**src/sv/flds_pkg.sv**
```systemverilog
package flds_pkg;

  // field widths fixed by the block's data formats
  localparam int SAMPLE_W    = 16;
  localparam int STEP_W      = 20;
  localparam int LEN_W       = 12;
  localparam int CFG_IDX_W   = 2;
  localparam int CFG_DATA_W  = 20;

  // defaults for the top-level parameters
  localparam int FRAC_BITS_DEF = 16;
  localparam int MAX_FLUSH_DEF = 63;

  // most results one input may cause
  localparam int RESULT_CAP  = 64;

  // depth of the queue between front and back
  localparam int QUEUE_DEPTH = 4;

  // register reset values
  localparam logic [STEP_W-1:0] STEP_RESET    = 20'd180634;
  localparam logic [LEN_W-1:0]  IN_LEN_RESET  = 12'd882;
  localparam logic [LEN_W-1:0]  OUT_LEN_RESET = 12'd320;

  // register indexes
  typedef enum logic [CFG_IDX_W-1:0] {
    CFG_STEP_RATIO    = 2'd0,
    CFG_IN_FRAME_LEN  = 2'd1,
    CFG_OUT_FRAME_LEN = 2'd2
  } cfg_index_t;

  // current register contents
  typedef struct packed {
    logic [STEP_W-1:0] step_ratio;
    logic [LEN_W-1:0]  in_frame_len;
    logic [LEN_W-1:0]  out_frame_len;
  } cfg_t;

  // one classified input, front to back
  typedef struct packed {
    logic signed [SAMPLE_W-1:0] sample;
    logic signed [SAMPLE_W-1:0] prev;
    logic                       last;
    logic [LEN_W-1:0]           pos;
  } entry_t;

endpackage

```
**src/sv/flds_fifo.sv**
```systemverilog
module flds_fifo #(
  parameter int DEPTH = flds_pkg::QUEUE_DEPTH
) (
  input  logic             clk,
  input  logic             rst,
  input  logic             push,
  input  flds_pkg::entry_t wr_data,
  output logic             full,
  input  logic             pop,
  output flds_pkg::entry_t rd_data,
  output logic             rd_valid
);
  import flds_pkg::*;

  localparam int PTR_W = (DEPTH > 1) ? $clog2(DEPTH) : 1;
  localparam int CNT_W = $clog2(DEPTH + 1);

  entry_t             slots [DEPTH];
  logic [PTR_W-1:0]   wr_ptr;
  logic [PTR_W-1:0]   rd_ptr;
  logic [CNT_W-1:0]   count;

  assign full     = count == CNT_W'(DEPTH);
  assign rd_valid = count != '0;
  assign rd_data  = slots[rd_ptr];

  // storage
  always_ff @(posedge clk) begin
    if (push) begin
      slots[wr_ptr] <= wr_data;
    end
  end

  // pointers and fill level
  always_ff @(posedge clk) begin
    if (rst) begin
      wr_ptr <= '0;
      rd_ptr <= '0;
      count  <= '0;
    end else begin
      if (push) begin
        wr_ptr <= (wr_ptr == PTR_W'(DEPTH - 1)) ? '0 : wr_ptr + PTR_W'(1);
      end
      if (pop) begin
        rd_ptr <= (rd_ptr == PTR_W'(DEPTH - 1)) ? '0 : rd_ptr + PTR_W'(1);
      end
      case ({push, pop})
        2'b10:   count <= count + CNT_W'(1);
        2'b01:   count <= count - CNT_W'(1);
        default: count <= count;
      endcase
    end
  end

endmodule

```
**config.mk**
```make
export PLATFORM = sky130hd
export DESIGN_NAME = flds_fifo
export DESIGN_NICKNAME = d
export VERILOG_FILES = /design/src/sv/flds_pkg.sv /design/src/sv/flds_fifo.sv
export SDC_FILE = /design/constraint.sdc
export NUM_CORES = 1
export LEC_CHECK = 0
export BUFFER_PORTS_ARGS = -buffer_cell sky130_fd_sc_hd__buf_4
export CAP_MARGIN = 20
export CORE_MARGIN = 2
export CORE_UTILIZATION = 57
export DETAILED_ROUTE_END_ITERATION = 8
export GPL_ROUTABILITY_DRIVEN = 1
export PLACE_DENSITY = 0.79
export RECOVER_POWER = 25
export SLEW_MARGIN = 30
export SYNTH_ARGS = -nofsm -noshare
export SYNTH_HDL_FRONTEND = slang
export SYNTH_SLANG_ARGS = --single-unit
```
**constraint.sdc**
```tcl
create_clock -name clk -period 2.8 [get_ports clk]
set_input_delay 0.42 -clock clk [delete_from_list [all_inputs] [get_ports clk]]
set_output_delay 0.42 -clock clk [all_outputs]
set_load 0.05 [all_outputs]
```
# Word-level counts from Yosys, hierarchy flattened
# Memory sizes are Yosys's and may differ from the RTL's. A register that Yosys moved wholly into a read port is not among the register bits.
# Cells that the tools add are included.
word_totals:
  n_memories: 1
  output_inout_bits: 47
  latch_bits: 0
  rom_bits: 0
  ff_bits: 7
  ramBits: 180
  input_bits: 49
  wordCells: 22
memory_table:
  columns: ["memory", "depth", "width", "read_ports", "rd_clocked_by_memory_dff", "wr", "line_no", "text"]
  rows:
  - ["slots", 4, 45, 1, 1, 1, "flds_fifo.sv:18", "entry_t slots [DEPTH];"]
op_classes:
  eq_ne: 5
  bitwise_logic: 0
  n_div: 0
  magnitude_cmp: 0
  addsub: 4
  shifts: 0
  n_mul: 0
  reduce_logical: 2
  muxes: 7
ops:
  columns: ["cell", "count"]
  rows:
  - ["2-to-1 mux 2 bit", 4]
  - ["equality test 2 bit, second input constant", 3]
  - ["one-hot mux 3 bit (2 select lines)", 1]
  - ["adder 2 x 1 -> 2 bit, second input constant", 2]
  - ["adder 3 x 1 -> 3 bit, second input constant", 1]
  - ["equality test 3 bit, second input constant", 1]
  - ["nonzero test 3 bit", 1]
  - ["subtractor 3 x 1 -> 3 bit, second input constant", 1]
  - ["equality test 2 x 1 -> 1 bit, second input constant", 1]
  - ["2-to-1 mux 1 bit", 2]
  - ["nonzero test 2 bit", 1]

# Longest topological paths before layout
depth:
  depth_word: 4
  mapped_depth: 6

# Least setup slack after synthesis
# Ideal clock, no wire load.
synth_path:
  path_kind: "flip-flop to flip-flop"
  from: "register wr_ptr[0]"
  to: "memory slots[3][0] in the netlist's numbering (enable)"
  arrival_time_ns: 1.632
  t_required_ns: 2.393
  period_less_slack_ns: 2.039
  stages_incl_launch_ff: 3
  setup_slack_ns: 0.761
  cell_sequence: "dfxtp_1 ha_1 and2_1"
synth_lines:
  columns: ["element", "line_no", "text"]
  rows:
  - ["start: declaration", "flds_fifo.sv:19", "logic [PTR_W-1:0] wr_ptr;"]
  - ["start signal: assignment", "flds_fifo.sv:42", "wr_ptr <= (wr_ptr == PTR_W'(DEPTH - 1)) ? '0 : wr_ptr + PTR_W'(1);"]
  - ["end: declaration", "flds_fifo.sv:18", null]
# No word-level cell before the write port.

==> impl_metrics.yaml <==
floorplanning:
  chipHeight_um: 115
  ioPinCount: 96
  start_util_pct: 58.2
  die_w_um: 115
  row_count: 40
  core_region_area_um2: 12000
  dieArea_um2: 13200
yosys:
  synth_edf_count: 180
  synth_top_cell_area_share_pct: 77.3
  async_flop_share_pct: 0
  synthDistinctLibCells: 20
  synth_warnings: 0
  yosysTopAreaCell: "edfxtp_1"
  synth_area_um2: 6990
  yosysSeqAreaShare_pct: 79.9
  avgSynthCellArea_um2: 25.1
  synth_cells: 279
  synth_flop_cell: "edfxtp_1"
  synthesis.nets: 335
  yosys-top-cells-area: "edfxtp_1 77%, mux4_2 13%, dfxtp_1 2.6%, mux4_1 1.9%, buf_12 1.1%"
  synthTopCellsByCount: "180 x edfxtp_1, 40 x mux4_2, 9 x dfxtp_1"
  synth.most_common_cell: "edfxtp_1"
  ys_seq_elements: 189
route:
  drt_pass1_iterations: 4
  drt-vias-per-instance: 5.77
  ant_nets: 0
  detail_route.wl_per_cell_um: 21.2
  drcViolationCount: 0
  routed_wl_um: 11600
  drt_iter0_markers: 212
  vias: 3174
clocking:
  ctsHoldBuffers: 0
  cts_tree: "yes"
  cts_made_buffers: 17
  clk_pin_slew_ns: 0.06
  cts_post_setup_buffers_inserted: 0
  cts_sinks: 189
  clk_latency_ns: 0.42
  cts_htree_levels: 4
  cts_resized: 0
  clockBufferDepth: 2
  clock-root-buffer: "clkbuf_16"
layout:
  finish.utilization_pct: 70.8
  synthToLayoutAreaGrowth_pct: 21.6
  fin_cells: 550
  antenna_cells: 0
  nets: 447
  drive_above_1_share_pct: 36.5
setup_path:
  critPathSlowestCell: "dfxtp_4"
  cp.required_ns: 2.38
  critPathTopFamily: "flip-flops"
  worstSetupPathType: "flop to output port"
  cp_slowest_stage_delay_ns: 0.62
  arrival_ns: 2.08
  crit_path_max_fanout: 20
  crit_path_end_kind: "output port"
  crit_path_start_kind: "flop"
  crit_chain: "buf_12 > mux4_1 > buf_4"
  critPathBufInv: 2
power:
  ir_drop_mv: 0.528
  power_leakage_nw: 2.87
  power_density_nw_per_um2: 810
  seq_power_share_pct: 47.5
  swShare_pct: 22.2
  pwr-share-clk_pct: 40.4
  finalPower_mw: 6.89
  switchingPower_mw: 1.53
  p_comb_share_pct: 12.1
  p_int_mw: 5.36
job:
  maxCapViolations: 0
status:
  outcome: "finished clean"
timing:
  fin_skew_ns: 0.00525
  final.setup.tns_ns: 0
  rsz0062_at_grt: "no"
  finalCritPeriodShare_pct: 89.3
  tightest_slew_ns: 0.585
  fmax_mhz: 400
  drv_slew: 0
  maxSlewHeadroom_pct: 61.0
  final.min_clock_period_ns: 2.50
  setup_viol_count_final: 0
  holdWs_ns: 0.200
  hold_viol_final: 0
placed_design:
  gp_congestion: 0.694
  dp_hpwl_um: 7220
  dp.cells: 519
  port_buffers: 95
min_path:
  min_path_type: "input pin to flop"
global_route:
  grt_usage_pct: 19.1
  grt_pass1_vias: 3296
  antenna_found_initial: 0
  grt_pass1_wl_um: 17900
  gr-total-overflow: 0
  grt_max_degree: 32
[flip-flops by register name, summed over array words and instances (netlist names), named ones only]
signal,flops
wr_ptr,2
rd_ptr,2
slots,180
count,3
[routing by layer]
layer | vias to the layer above | part of all wire (%) | GRT usage, %
met5 | - | 0 | 0
met4 | 0 | 1.7 | 8.59
met3 | 15 | 6.1 | 5.32
met2 | 109 | 50 | 30.1
met1 | 1643 | 42 | 25.3
li1 | 1407 | - | -
[kinds of logic after synthesis]
group                    share of synthesized area (%)
buffers and inverters                             1.88
AND/OR/NAND/NOR                                   1.18
adder cells (fa/ha/maj)                           1.36
multiplexers                                      15.2
flip-flops                                        79.9
AO/OA/AOI/OAI                                    0.286
XOR/XNOR                                         0.250
[metrics by stage]
step / instance area (µm²) / setup slack, ns
floorplan: 6990 / 0.761
global placement: 7920 / 0.719
detailed placement: 7920 / 0.717
CTS: 8620 / 0.255
global route: 8510 / 0.189
finish: 8510 / 0.301
[worst paths after layout]
kind	startpoint	end	slack [ns]	depth (start not counted)
setup / recovery	flop	rd_data[32]	0.30	3
hold / removal	wr_data[28]	slots[2][28]	0.20	1
setup reg to reg	wr_ptr[0]	slots[3][29]	1.06	3
hold reg to reg	count[2]	count[2]	0.50	2
[power by group through the flow]
stage	registers, mW	logic, mW	clock network (mW)
after global placement	3.33	0.848	0
after detailed placement	3.33	0.860	0
final	3.27	0.834	2.79
after global routing	3.28	0.878	2.96
after floorplan	3.31	0.601	0
after CTS	3.27	0.864	2.84
[cell type report]
cell class | instances | area (µm²)
flip-flops and latches | 189 | 5590
fillers | 754 | 3500
inverters | 4 | 15.0
clock inverters | 12 | 267
repair buffers | 103 | 736
multi-input cells | 76 | 1280
clock buffers | 19 | 433
well taps | 147 | 184
[placed cells by master (no fill, tap or decap), types with 2 or more instances in the layout]
cell,instances
nor2_1,6
edfxtp_1,180
buf_4,67
mux2i_1,3
mux4_1,5
clkinvlp_4,3
or3_1,2
nor3b_1,3
buf_12,6
and2_2,4
dfxtp_1,7
clkbuf_16,17
inv_1,4
clkbuf_1,32
bufinv_16,8
ha_1,6
mux4_2,40
a21oi_1,3
Power figures use the tool's default switching activity.
