**config.mk**
```make
export PLATFORM = sky130hd
export DESIGN_NAME = flds_front_flat
export DESIGN_NICKNAME = d
export VERILOG_FILES = /design/src/sv/flds_pkg.sv /design/src/sv/flds_in_if.sv /design/src/sv/flds_front.sv /design/src/flat_wrapper.sv
export SDC_FILE = /design/constraint.sdc
export NUM_CORES = 1
export LEC_CHECK = 0
export BUFFER_PORTS_ARGS = -buffer_cell sky130_fd_sc_hd__buf_2
export CORE_ASPECT_RATIO = 1.25
export CORE_MARGIN = 2
export CORE_UTILIZATION = 40
export CTS_CLUSTER_DIAMETER = 200
export CTS_CLUSTER_SIZE = 16
export DETAILED_ROUTE_END_ITERATION = 10
export GPL_ROUTABILITY_DRIVEN = 0
export PLACE_DENSITY = 0.74
export SKIP_CTS_REPAIR_TIMING = 1
export SLEW_MARGIN = 20
export SYNTH_ARGS = -nofsm -noshare
export SYNTH_HDL_FRONTEND = slang
export SYNTH_SLANG_ARGS = --single-unit
```
**constraint.sdc**
```tcl
create_clock -name clk -period 3.2 [get_ports clk]
set_input_delay 0.16 -clock clk [delete_from_list [all_inputs] [get_ports clk]]
set_output_delay 0.16 -clock clk [all_outputs]
set_load 0.02 [all_outputs]
```
**src/sv/flds_pkg.sv**
```systemverilog
package flds_pkg;

  // field widths fixed by the block's data formats
  localparam int SAMPLE_W    = 16;
  localparam int STEP_W      = 20;
  localparam int LEN_W       = 12;
  localparam int CFG_IDX_W   = 2;
  localparam int CFG_DATA_W  = 20;

  // defaults for the top-level parameters
  localparam int FRAC_BITS_DEF = 16;
  localparam int MAX_FLUSH_DEF = 63;

  // most results one input may cause
  localparam int RESULT_CAP  = 64;

  // depth of the queue between front and back
  localparam int QUEUE_DEPTH = 4;

  // register reset values
  localparam logic [STEP_W-1:0] STEP_RESET    = 20'd180634;
  localparam logic [LEN_W-1:0]  IN_LEN_RESET  = 12'd882;
  localparam logic [LEN_W-1:0]  OUT_LEN_RESET = 12'd320;

  // register indexes
  typedef enum logic [CFG_IDX_W-1:0] {
    CFG_STEP_RATIO    = 2'd0,
    CFG_IN_FRAME_LEN  = 2'd1,
    CFG_OUT_FRAME_LEN = 2'd2
  } cfg_index_t;

  // current register contents
  typedef struct packed {
    logic [STEP_W-1:0] step_ratio;
    logic [LEN_W-1:0]  in_frame_len;
    logic [LEN_W-1:0]  out_frame_len;
  } cfg_t;

  // one classified input, front to back
  typedef struct packed {
    logic signed [SAMPLE_W-1:0] sample;
    logic signed [SAMPLE_W-1:0] prev;
    logic                       last;
    logic [LEN_W-1:0]           pos;
  } entry_t;

endpackage

```
**src/sv/flds_in_if.sv**
```systemverilog
interface flds_in_if;
  import flds_pkg::*;

  logic                       valid;
  logic                       ready;
  logic signed [SAMPLE_W-1:0] sample_in;

  modport source (output valid, output sample_in, input ready);
  modport sink   (input valid, input sample_in, output ready);
endinterface

```
**src/sv/flds_front.sv**
```systemverilog
module flds_front (
  input  logic            clk,
  input  logic            rst,
  input  flds_pkg::cfg_t  cfg,
  flds_in_if.sink         sample_ch,
  input  logic            full,
  output logic            push,
  output flds_pkg::entry_t entry
);
  import flds_pkg::*;

  logic [LEN_W-1:0]           frame_position;
  logic signed [SAMPLE_W-1:0] previous_sample;
  logic [LEN_W-1:0]           len_m1;
  logic                       last;

  // frame length clamped to at least two, end-of-frame test
  always_comb begin
    len_m1 = (cfg.in_frame_len < LEN_W'(2)) ? LEN_W'(1) : cfg.in_frame_len - LEN_W'(1);
    last   = frame_position >= len_m1;
  end

  assign sample_ch.ready = !full;
  assign push            = sample_ch.valid && !full;

  // classified entry for the back end
  always_comb begin
    entry.sample = sample_ch.sample_in;
    entry.prev   = previous_sample;
    entry.last   = last;
    entry.pos    = last ? len_m1 : frame_position;
  end

  // frame position and previous sample
  always_ff @(posedge clk) begin
    if (rst) begin
      frame_position  <= '0;
      previous_sample <= '0;
    end else if (push) begin
      frame_position  <= last ? '0 : frame_position + LEN_W'(1);
      previous_sample <= sample_ch.sample_in;
    end
  end

endmodule

```
**src/flat_wrapper.sv**
```systemverilog
// flat-port wrapper written by rule: the top's interface ports become plain ports
module flds_front_flat import flds_pkg::*;
  (clk, rst, cfg, full, push, entry, sample_ch_valid, sample_ch_sample_in, sample_ch_ready);
  flds_in_if sample_ch_i ();
  input  logic clk;
  input  logic rst;
  input  flds_pkg::cfg_t cfg;
  input  logic full;
  output logic push;
  output flds_pkg::entry_t entry;
  input wire logic [$bits(sample_ch_i.valid)-1:0] sample_ch_valid;
  input wire logic [$bits(sample_ch_i.sample_in)-1:0] sample_ch_sample_in;
  output wire logic [$bits(sample_ch_i.ready)-1:0] sample_ch_ready;
  assign sample_ch_i.valid = sample_ch_valid;
  assign sample_ch_i.sample_in = sample_ch_sample_in;
  assign sample_ch_ready = sample_ch_i.ready;
  flds_front u_core (.clk(clk), .rst(rst), .cfg(cfg), .sample_ch(sample_ch_i), .full(full), .push(push), .entry(entry));
endmodule
```
### After elaboration in Yosys (flattened, before gate mapping)

Cells that the tools add are included.

| cells by class | value |
|---|---|
| $add $sub $neg | 2 |
| reductions and logical operators | 2 |
| $lt $le $gt $ge | 2 |
| mux-type cells | 3 |

Operators by type and width:

| kind | number |
|---|---|
| 2-to-1 mux 12 bit | 3 |
| adder 12 x 1 -> 12 bit, second input constant | 1 |
| greater-or-equal comparator 12 bit | 1 |
| less-than comparator 12 x 2 -> 1 bit, second input constant | 1 |
| subtractor 12 x 1 -> 12 bit, second input constant | 1 |
| logical AND 1 bit | 1 |
| logical NOT 1 bit | 1 |

| word-level totals | value |
|---|---|
| word-level logic and storage cells | 11 |
| bits of input ports | 64 |
| output and inout port bits | 47 |
| bits in registers | 28 |

### Logic depth before layout (Yosys ltp)

Gate-level depths: netlist of run 1.

| depth | value |
|---|---|
| word-level depth | 4 |
| mapped depth | 13 |
| mapped depth without buffers | 12 |

### Least setup slack after synthesis of run 1

Ideal clock, no wire load.

| timing | value |
|---|---|
| path type | input to output |
| start point | input port cfg[12] (netlist bit) |
| end point | output port entry[10] (netlist bit) |
| path buffers | 1 |
| setup slack | -0.077 ns |
| arrival time | 3.117 ns |
| stages | 13 |
| cell sequence | inv_1 > ha_1 > or4b_4 > or3_1 > nor3_2 > a21oi_1 > ha_1 > and4_1 > nor4b_1 > o31ai_2 > nand2_1 > buf_4 > mux2i_1 |

RTL lines:

| element | line | RTL |
|---|---|---|
| start, declared | flat_wrapper.sv:7 | `input flds_pkg::cfg_t cfg;` |
| end, declared | flat_wrapper.sv:10 | `output flds_pkg::entry_t entry;` |

==> results.md, run 1 <==
* Reg2reg end: u_core.frame_position[8]
* PwrDens at 295.9 mW/mm2
* Global-route wire length before repair at about 7600 um
* Mapped Cells at 249
* Most frequent cells in the layout: buf_2, nand2_1, buf_4
* Violated checks: setup timing
* Final Hold Vio Count at 0
* CTS tree: yes
* Worst slew pin tran at 0.6663 ns
* Max clock buf depth at 2
* Hold EP: u_core.previous_sample[15]
* Vias in the first global route at approximately 1900
* Seq/Total Area, Yosys at 29.30%
* Min Hold Slack at approximately 0.12 ns
* Synthesized area at 0.001913 mm2
* Status: finished, violations left
* Height of the die at 81.32 um
* Min-Delay Path Class: input pin to flop
* Leak pwr at 1.240 nW
* Post-layout net count at 416
* DR iter-0 viols at 53
* Core region area at 0.004659 mm2
* H-tree levels at 1
* Post-route DRC violation count at 0
* Overall power at 819.4 uW
* Max-cap violation count at 0
* DR WL/cell at between 10 and 15 um
* CTS clk-pin slew, worst paths at roughly 0.10 ns
* Multi-input logic area at around 0.0013 mm2
* Length in cells of the worst reg-to-reg path at 9
* Largest net degree at the start of global routing at 29
* Total Wirelength at 4729 um
* CTS buffer count at 3
* Total GRT Usage at 17.62%
* Die area at 0.005355 mm2
* Register area at 560.5 um2
* DP HPWL at ~3700 um
* # setup viols final at 2
* N_diodes at 0
* CP max FO at 6
* Seq cells post-synth at 28
* Vias at 1967
* Clock Sinks at 28
* Highest Clock Rate at just over 300 MHz
* Initial Util at 41.06%
* Tmin final at around 3.2 ns
* RR Startpoint: u_core.frame_position[5]
* CP required at 3.04 ns
* Hold path start: sample_ch_sample_in[15]
* Num ports at 111
* IO Port Bufs at 78
* Critical path class: input pin to output port
* Synth-to-layout area growth at 44.74%
* Vias per Instance at 4.955
* Remaining global-route overflow at 0
* Maximum vdd ir drop at 366.6 uV
* Worst skew pair latency at 0.27 ns
* Worst path arrival time at 3.05 ns
* Die span in x at 65.86 um
* CP max-delay cell: or4b_4
* Yosys cell types at 36
* RSZ-0062 raised after global routing: true
* FF-to-FF setup slack at 1.19 ns
* Share of cells above drive strength 1 at 40.95%
* Min setup slack post-route at -0.005790 ns
* Startpoint class of the critical path: input pin
* YS warnings at 0
* Fill cells at roughly 440
* Net Count, Synth at 327
* Slew HR at 55.53%
* Slowest Stage Delay on Critical Path at 0.46 ns
* Setup Skew at between 0.004 and 0.005 ns
* Endpoint type of the worst setup path: output port
* # rows at 28
* Commonest non-fill, non-tap cell in the layout: buf_2
* Fin crit share at 100.2%
* Pre-CTS WS at -0.2406 ns
* Post-DRT Antenna Nets at 0
* Worst path cell trace: buf_8 > inv_4 > ha_4 > or4b_4 > or3_4 > nor3_4 > a21oi_2 > ha_1 > and4_4 > nor4b_4 > o31ai_2 > nand2_2 > buf_12 > mux2i_4 > buf_6
* Initial antenna violation count at 0
* Hold Crit Depth at 3
* First-pass DRT Iterations at 4
* Final Max Slew Viols at 0
* Root buf cell: clkbuf_8
* Avg Cell Area, Syn at 7.683 um2
layer usage:
metal | global-route usage, % | routed length, um
met3 | 2.493 | 299
met4 | 5.417 | 57
met2 | 33.64 | 2406
met5 | 0 | 0
met1 | 19.85 | 1965
cell families after synthesis:
logic type                 count (synthesis)  share of synthesized area (%)
adders and majority gates                 14                          9.156
DFF                                       28                          29.30
muxes                                     13                          6.867
buffers and inverters                     41                          11.58
AOI/OAI and AO/OA                         37                          11.58
and+or+nand+nor                          103                          25.57
xor gates and xnor gates                  13                          5.952
synthesized netlist by cell type:
cell | instances | area share, %
nor3_2 | 1 | 0.52
and2_1 | 1 | 0.33
o31ai_1 | 2 | 0.78
o31a_1 | 2 | 0.92
nor4b_1 | 1 | 0.46
o211ai_1 | 1 | 0.39
mux2_2 | 1 | 0.59
dfxtp_1 | 28 | 29
buf_1 | 1 | 0.20
or3_2 | 1 | 0.39
nor4_1 | 1 | 0.33
a221oi_2 | 1 | 0.78
nor3_1 | 15 | 3.9
nand2_1 | 48 | 9.4
buf_4 | 18 | 7.1
ha_1 | 14 | 9.2
o31ai_2 | 1 | 0.65
a21oi_2 | 1 | 0.46
clkbuf_1 | 6 | 1.2
nand4_1 | 4 | 1.3
or4b_4 | 1 | 0.72
xor2_1 | 3 | 1.4
or4_1 | 1 | 0.39
nand2b_1 | 3 | 0.98
a21oi_1 | 25 | 6.5
or4_4 | 1 | 0.59
or2_1 | 1 | 0.33
and4_1 | 1 | 0.46
o21ai_0 | 4 | 1.0
nand3_1 | 6 | 1.6
xnor2_1 | 10 | 4.6
and3_1 | 3 | 0.98
nor2_1 | 13 | 2.6
or3_1 | 1 | 0.33
inv_1 | 16 | 3.1
mux2i_1 | 12 | 6.3
per-stage QoR:
step / cells / cell area (um2) / TNS, ns / utilization [%]
after global placement: 390 / 2567 / -1.571 / 55.10
final: 397 / 2769 / -0.005797 / 59.43
after detailed placement: 390 / 2567 / -2.661 / 55.10
after CTS: 394 / 2639 / -2.409 / 56.63
after floorplan: 249 / 2036 / 0 / -
after global routing: 397 / 2769 / -1.312 / 59.43
worst max path at each step:
stage	from	endpoint	cells past startpoint
final	cfg[12]	entry[7]	15
after global routing	cfg[12]	entry[11]	15
after CTS	cfg[12]	entry[7]	15
after detailed placement	cfg[12]	entry[7]	15
after global placement	cfg[12]	entry[7]	15
after floorplan	cfg[12]	entry[10]	13
sequential cells by signal, summed over array words and instances (netlist names):
register and cells:
u_core.frame_position 12, u_core.previous_sample 16
worst max-delay path, delay by kind of cell:
kind            cells  cell delay [ns]
buf+inv             4             0.46
fa+ha+maj           2             0.44
compound gates      2             0.18
mux                 1             0.24
simple gates        6             1.56
report_power, final:
group          total (mW)  switching [mW]  leakage (nW)  internal, mW
Clock               0.279           0.111        0.0357         0.168
Combinational       0.176           0.102         0.976        0.0736
Sequential          0.365         0.00576         0.228         0.359
Total               0.819           0.219          1.24         0.600
area by class of cell:
type	count	share of cell area [%]
flip-flops and latches	28	20.24
multi-input cells	180	46.63
inverters	16	2.259
clock inverters	1	1.084
well taps	60	2.711
repair buffers	109	25.58
clock buffers	3	1.491
Power figures use the tool's default switching activity.
==> run 2, diff against run 1 <==
- ABC_AREA: not set -> 1
- PLACE_DENSITY: 0.74 -> not set
- PLACE_DENSITY_LB_ADDON: not set -> 0.1
==> results.md, run 2 <==
* Status: finished, final reports clean
* CTS buffer count at 3 (unchanged)
* Commonest non-fill, non-tap cell in the layout: buf_2
* Area share of the largest cell type after synthesis at 26.99% (-2.3 points)
* Seq cells post-synth at 28 (unchanged)
* Hold EP: u_core.previous_sample[3]
* Final Max Slew Viols at 0 (unchanged)
* Height of the die at 84.57 um (+4.0%)
* Post-route DRC violation count at 0 (unchanged)
* CP required at 3.04 ns (about the same)
* Final Hold Vio Count at 0 (unchanged)
* Total Wirelength at 4158 um (-12%)
* Yosys cell types at 29 (-19%)
* Setup TNS at 0 ns (+0.005797 ns)
* Worst slew pin tran at 0.5427 ns (-0.1236 ns)
* Clock Sinks at 28 (unchanged)
* # rows at 29 (+3.6%)
* Die span in x at 68.45 um (+3.9%)
* Net Count, Synth at 393 (+20%)
* Core region area at 0.005044 mm2 (+8.2%)
* Multi-input logic area at 0.001169 mm2 (-9.5%)
* First-pass DRT Iterations at 4 (unchanged)
* Hold Crit Depth at 3 (unchanged)
* Fill cells at 557 (+26%)
* CP max FO at 24 (+18)
* Tmin final at 2.760 ns (-0.4460 ns)
* Register area at 560.5 um2 (unchanged)
* RR Startpoint: u_core.frame_position[11]
* Share of cells above drive strength 1 at 28.42% (-13 points)
* # setup viols final at 0 (-2)
* DP HPWL at 3359 um (-9.2%)
* N_diodes at 0 (unchanged)
* Length in cells of the worst reg-to-reg path at 10 (+1)
* Leak pwr at 1.304 nW (+5.2%)
* DR iter-0 viols at 38 (-28%)
* IO Port Bufs at 78 (unchanged)
* Critical path class: input pin to output port
* Synth Flop Type: dfxtp_1
* Maximum vdd ir drop at 286.5 uV (-22%)
* Top cell type by total area after synthesis: dfxtp_1
* Vias in the first global route at 1701 (-8.4%)
* Synthesized area at 0.002077 mm2 (+8.6%)
* CTS tree: yes
* Die area at 0.005788 mm2 (+8.1%)
* Post-synth EDFFs at 0 (unchanged)
* Total GRT Usage at 15.09% (-2.5 points)
* Min-Delay Path Class: input pin to flop
* Initial Util at 41.18% (+0.12 points)
* FF-to-FF setup slack at 1.39 ns (+0.20 ns)
* Avg Cell Area, Syn at 6.594 um2 (-14%)
* Setup Skew at 0.004169 ns (-0.0006802 ns)
* Hold path start: sample_ch_sample_in[3]
* H-tree levels at 1 (unchanged)
* Synth area leaders: dfxtp_1, nand2_1, nor2_1
* DR WL/cell at 9.559 um (-20%)
* Max-cap violation count at 0 (unchanged)
* Slew HR at 63.60% (+8.1 points)
* CTS clk-pin slew, worst paths at 0.09 ns (about the same)
* Vias per Instance at 4.462 (-9.9%)
* Vias at 1941 (-1.3%)
* Most numerous cell in the Yosys netlist: nand2_1
* Global-route wire length before repair at 6989 um (-8.0%)
* PwrDens at 312.4 mW/mm2 (+5.6%)
* Initial antenna violation count at 0 (unchanged)
* YS warnings at 0 (unchanged)
* Biggest regs: u_core.previous_sample x16, u_core.frame_position x12
* Largest net degree at the start of global routing at 25 (-14%)
* Post-layout net count at 452 (+8.7%)
* Fin crit share at 86.24% (-14 points)
* Startpoint class of the critical path: input pin
* Worst skew pair latency at 0.27 ns (about the same)
* Largest register FFs at 16 (unchanged)
* RSZ-0062 raised after global routing: false
* Max clock buf depth at 2 (unchanged)
* Synth-to-layout area growth at 16.39%
* Most frequent cells in the layout: buf_2, nand2_1, nor2_1
* Endpoint type of the worst setup path: output port
* Highest Clock Rate at 362.4 MHz (+16%)
* Root buf cell: clkbuf_8
* Async SR Flop Fraction at 0% (unchanged)
* Post-DRT Antenna Nets at 0 (unchanged)
* Leading cell types by count after synthesis: nand2_1, nor2_1, inv_1
* Worst path arrival time at 2.60 ns (-0.45 ns)
* Seq/Total Area, Yosys at 26.99% (-2.3 points)
* Num ports at 111 (unchanged)
* Min Hold Slack at 0.1465 ns (+0.02644 ns)
* Remaining global-route overflow at 0 (unchanged)
* Biggest register: u_core.previous_sample
* Reg2reg end: u_core.frame_position[5]
* Mapped Cells at 315 (+27%)
==> run 2: cell types whose count changed in the layout (fill, tap and decap cells not counted), sizes merged, moves of 12 or more <==
cell,before,now
o21ai,4,32
inv,16,43
a21oi,26,6
nor2,13,72
mux2i,12,0
buf,109,78
nor3,16,3
nand2,48,68
==> run 2: worst max-delay path, stage by stage <==
cell     delay [ns]
buf_2          0.10
inv_1          0.09
ha_1           0.21
nand2_1        0.11
nor2_1         0.24
a21oi_1        0.10
nor2_1         0.16
inv_1          0.06
ha_1           0.28
nand2_2        0.07
nor2_4         0.15
nand2_2        0.06
nor2_2         0.09
nand2_2        0.10
nand2_4        0.23
nand2_1        0.07
o21ai_0        0.10
buf_2          0.21
==> run 2: per-layer routing <==
metal  share of wire [%]  vias to the layer above  wire length, um  track usage [%]
met2                  48                       53             2015            27.36
met1                  46                      814             1895            17.71
met4                0.70                        0               29            4.909
met3                 5.2                        2              216            1.609
li1                    -                     1072                -                -
met5                   0                        -                0                0
==> run 2: final cells by class <==
class                           instances  share of cell area [%]
Inverter                               44                   6.832
Tap cell                               62                   3.209
Sequential cell                        28                   23.19
Clock buffer                            4                   2.277
Multi-Input combinational cell        219                   48.34
Timing Repair Buffer                   78                   16.15
==> run 2: cell families after synthesis <==
logic type	after synthesis	synth area share (%)
compound gates	39	10.00
xor+xnor	9	3.795
flops	28	26.99
simple gates	157	34.04
buf+inv	68	16.75
fa+ha+maj	14	8.434
==> run 2: worst max path at each step <==
stage / from / endpoint / slack [ns] / depth (start not counted)
6_report: cfg[12] / entry[5] / 0.44 / 18
5_1_grt: cfg[12] / entry[7] / 0.13 / 18
2_1_floorplan: cfg[12] / entry[0] / 0.67 / 16
3_5_place_dp: cfg[12] / entry[4] / 0.38 / 18
3_3_place_gp: cfg[12] / entry[5] / 0.41 / 18
4_1_cts: cfg[12] / entry[4] / 0.38 / 18
==> run 2: through the flow <==
stage               utilization (%)  std cells  setup slack [ns]  instance area, um2  power, mW
floorplan                         -        315            0.6728                2077     0.5072
global placement              46.84        431            0.4100                2362     0.5522
detailed placement            46.84        431            0.3820                2362     0.5527
CTS                           47.93        435            0.3826                2417     0.7682
global route                  47.93        435            0.1318                2417     0.8065
finish                        47.93        435            0.4403                2417     0.7552
==> run 2: power by group <==
part	internal, mW	total, mW	leakage, nW	switching [mW]
clock	0.110	0.213	0.0288	0.103
combinational	0.0629	0.171	1.05	0.108
sequential	0.363	0.371	0.229	0.00808
total	0.536	0.755	1.30	0.219
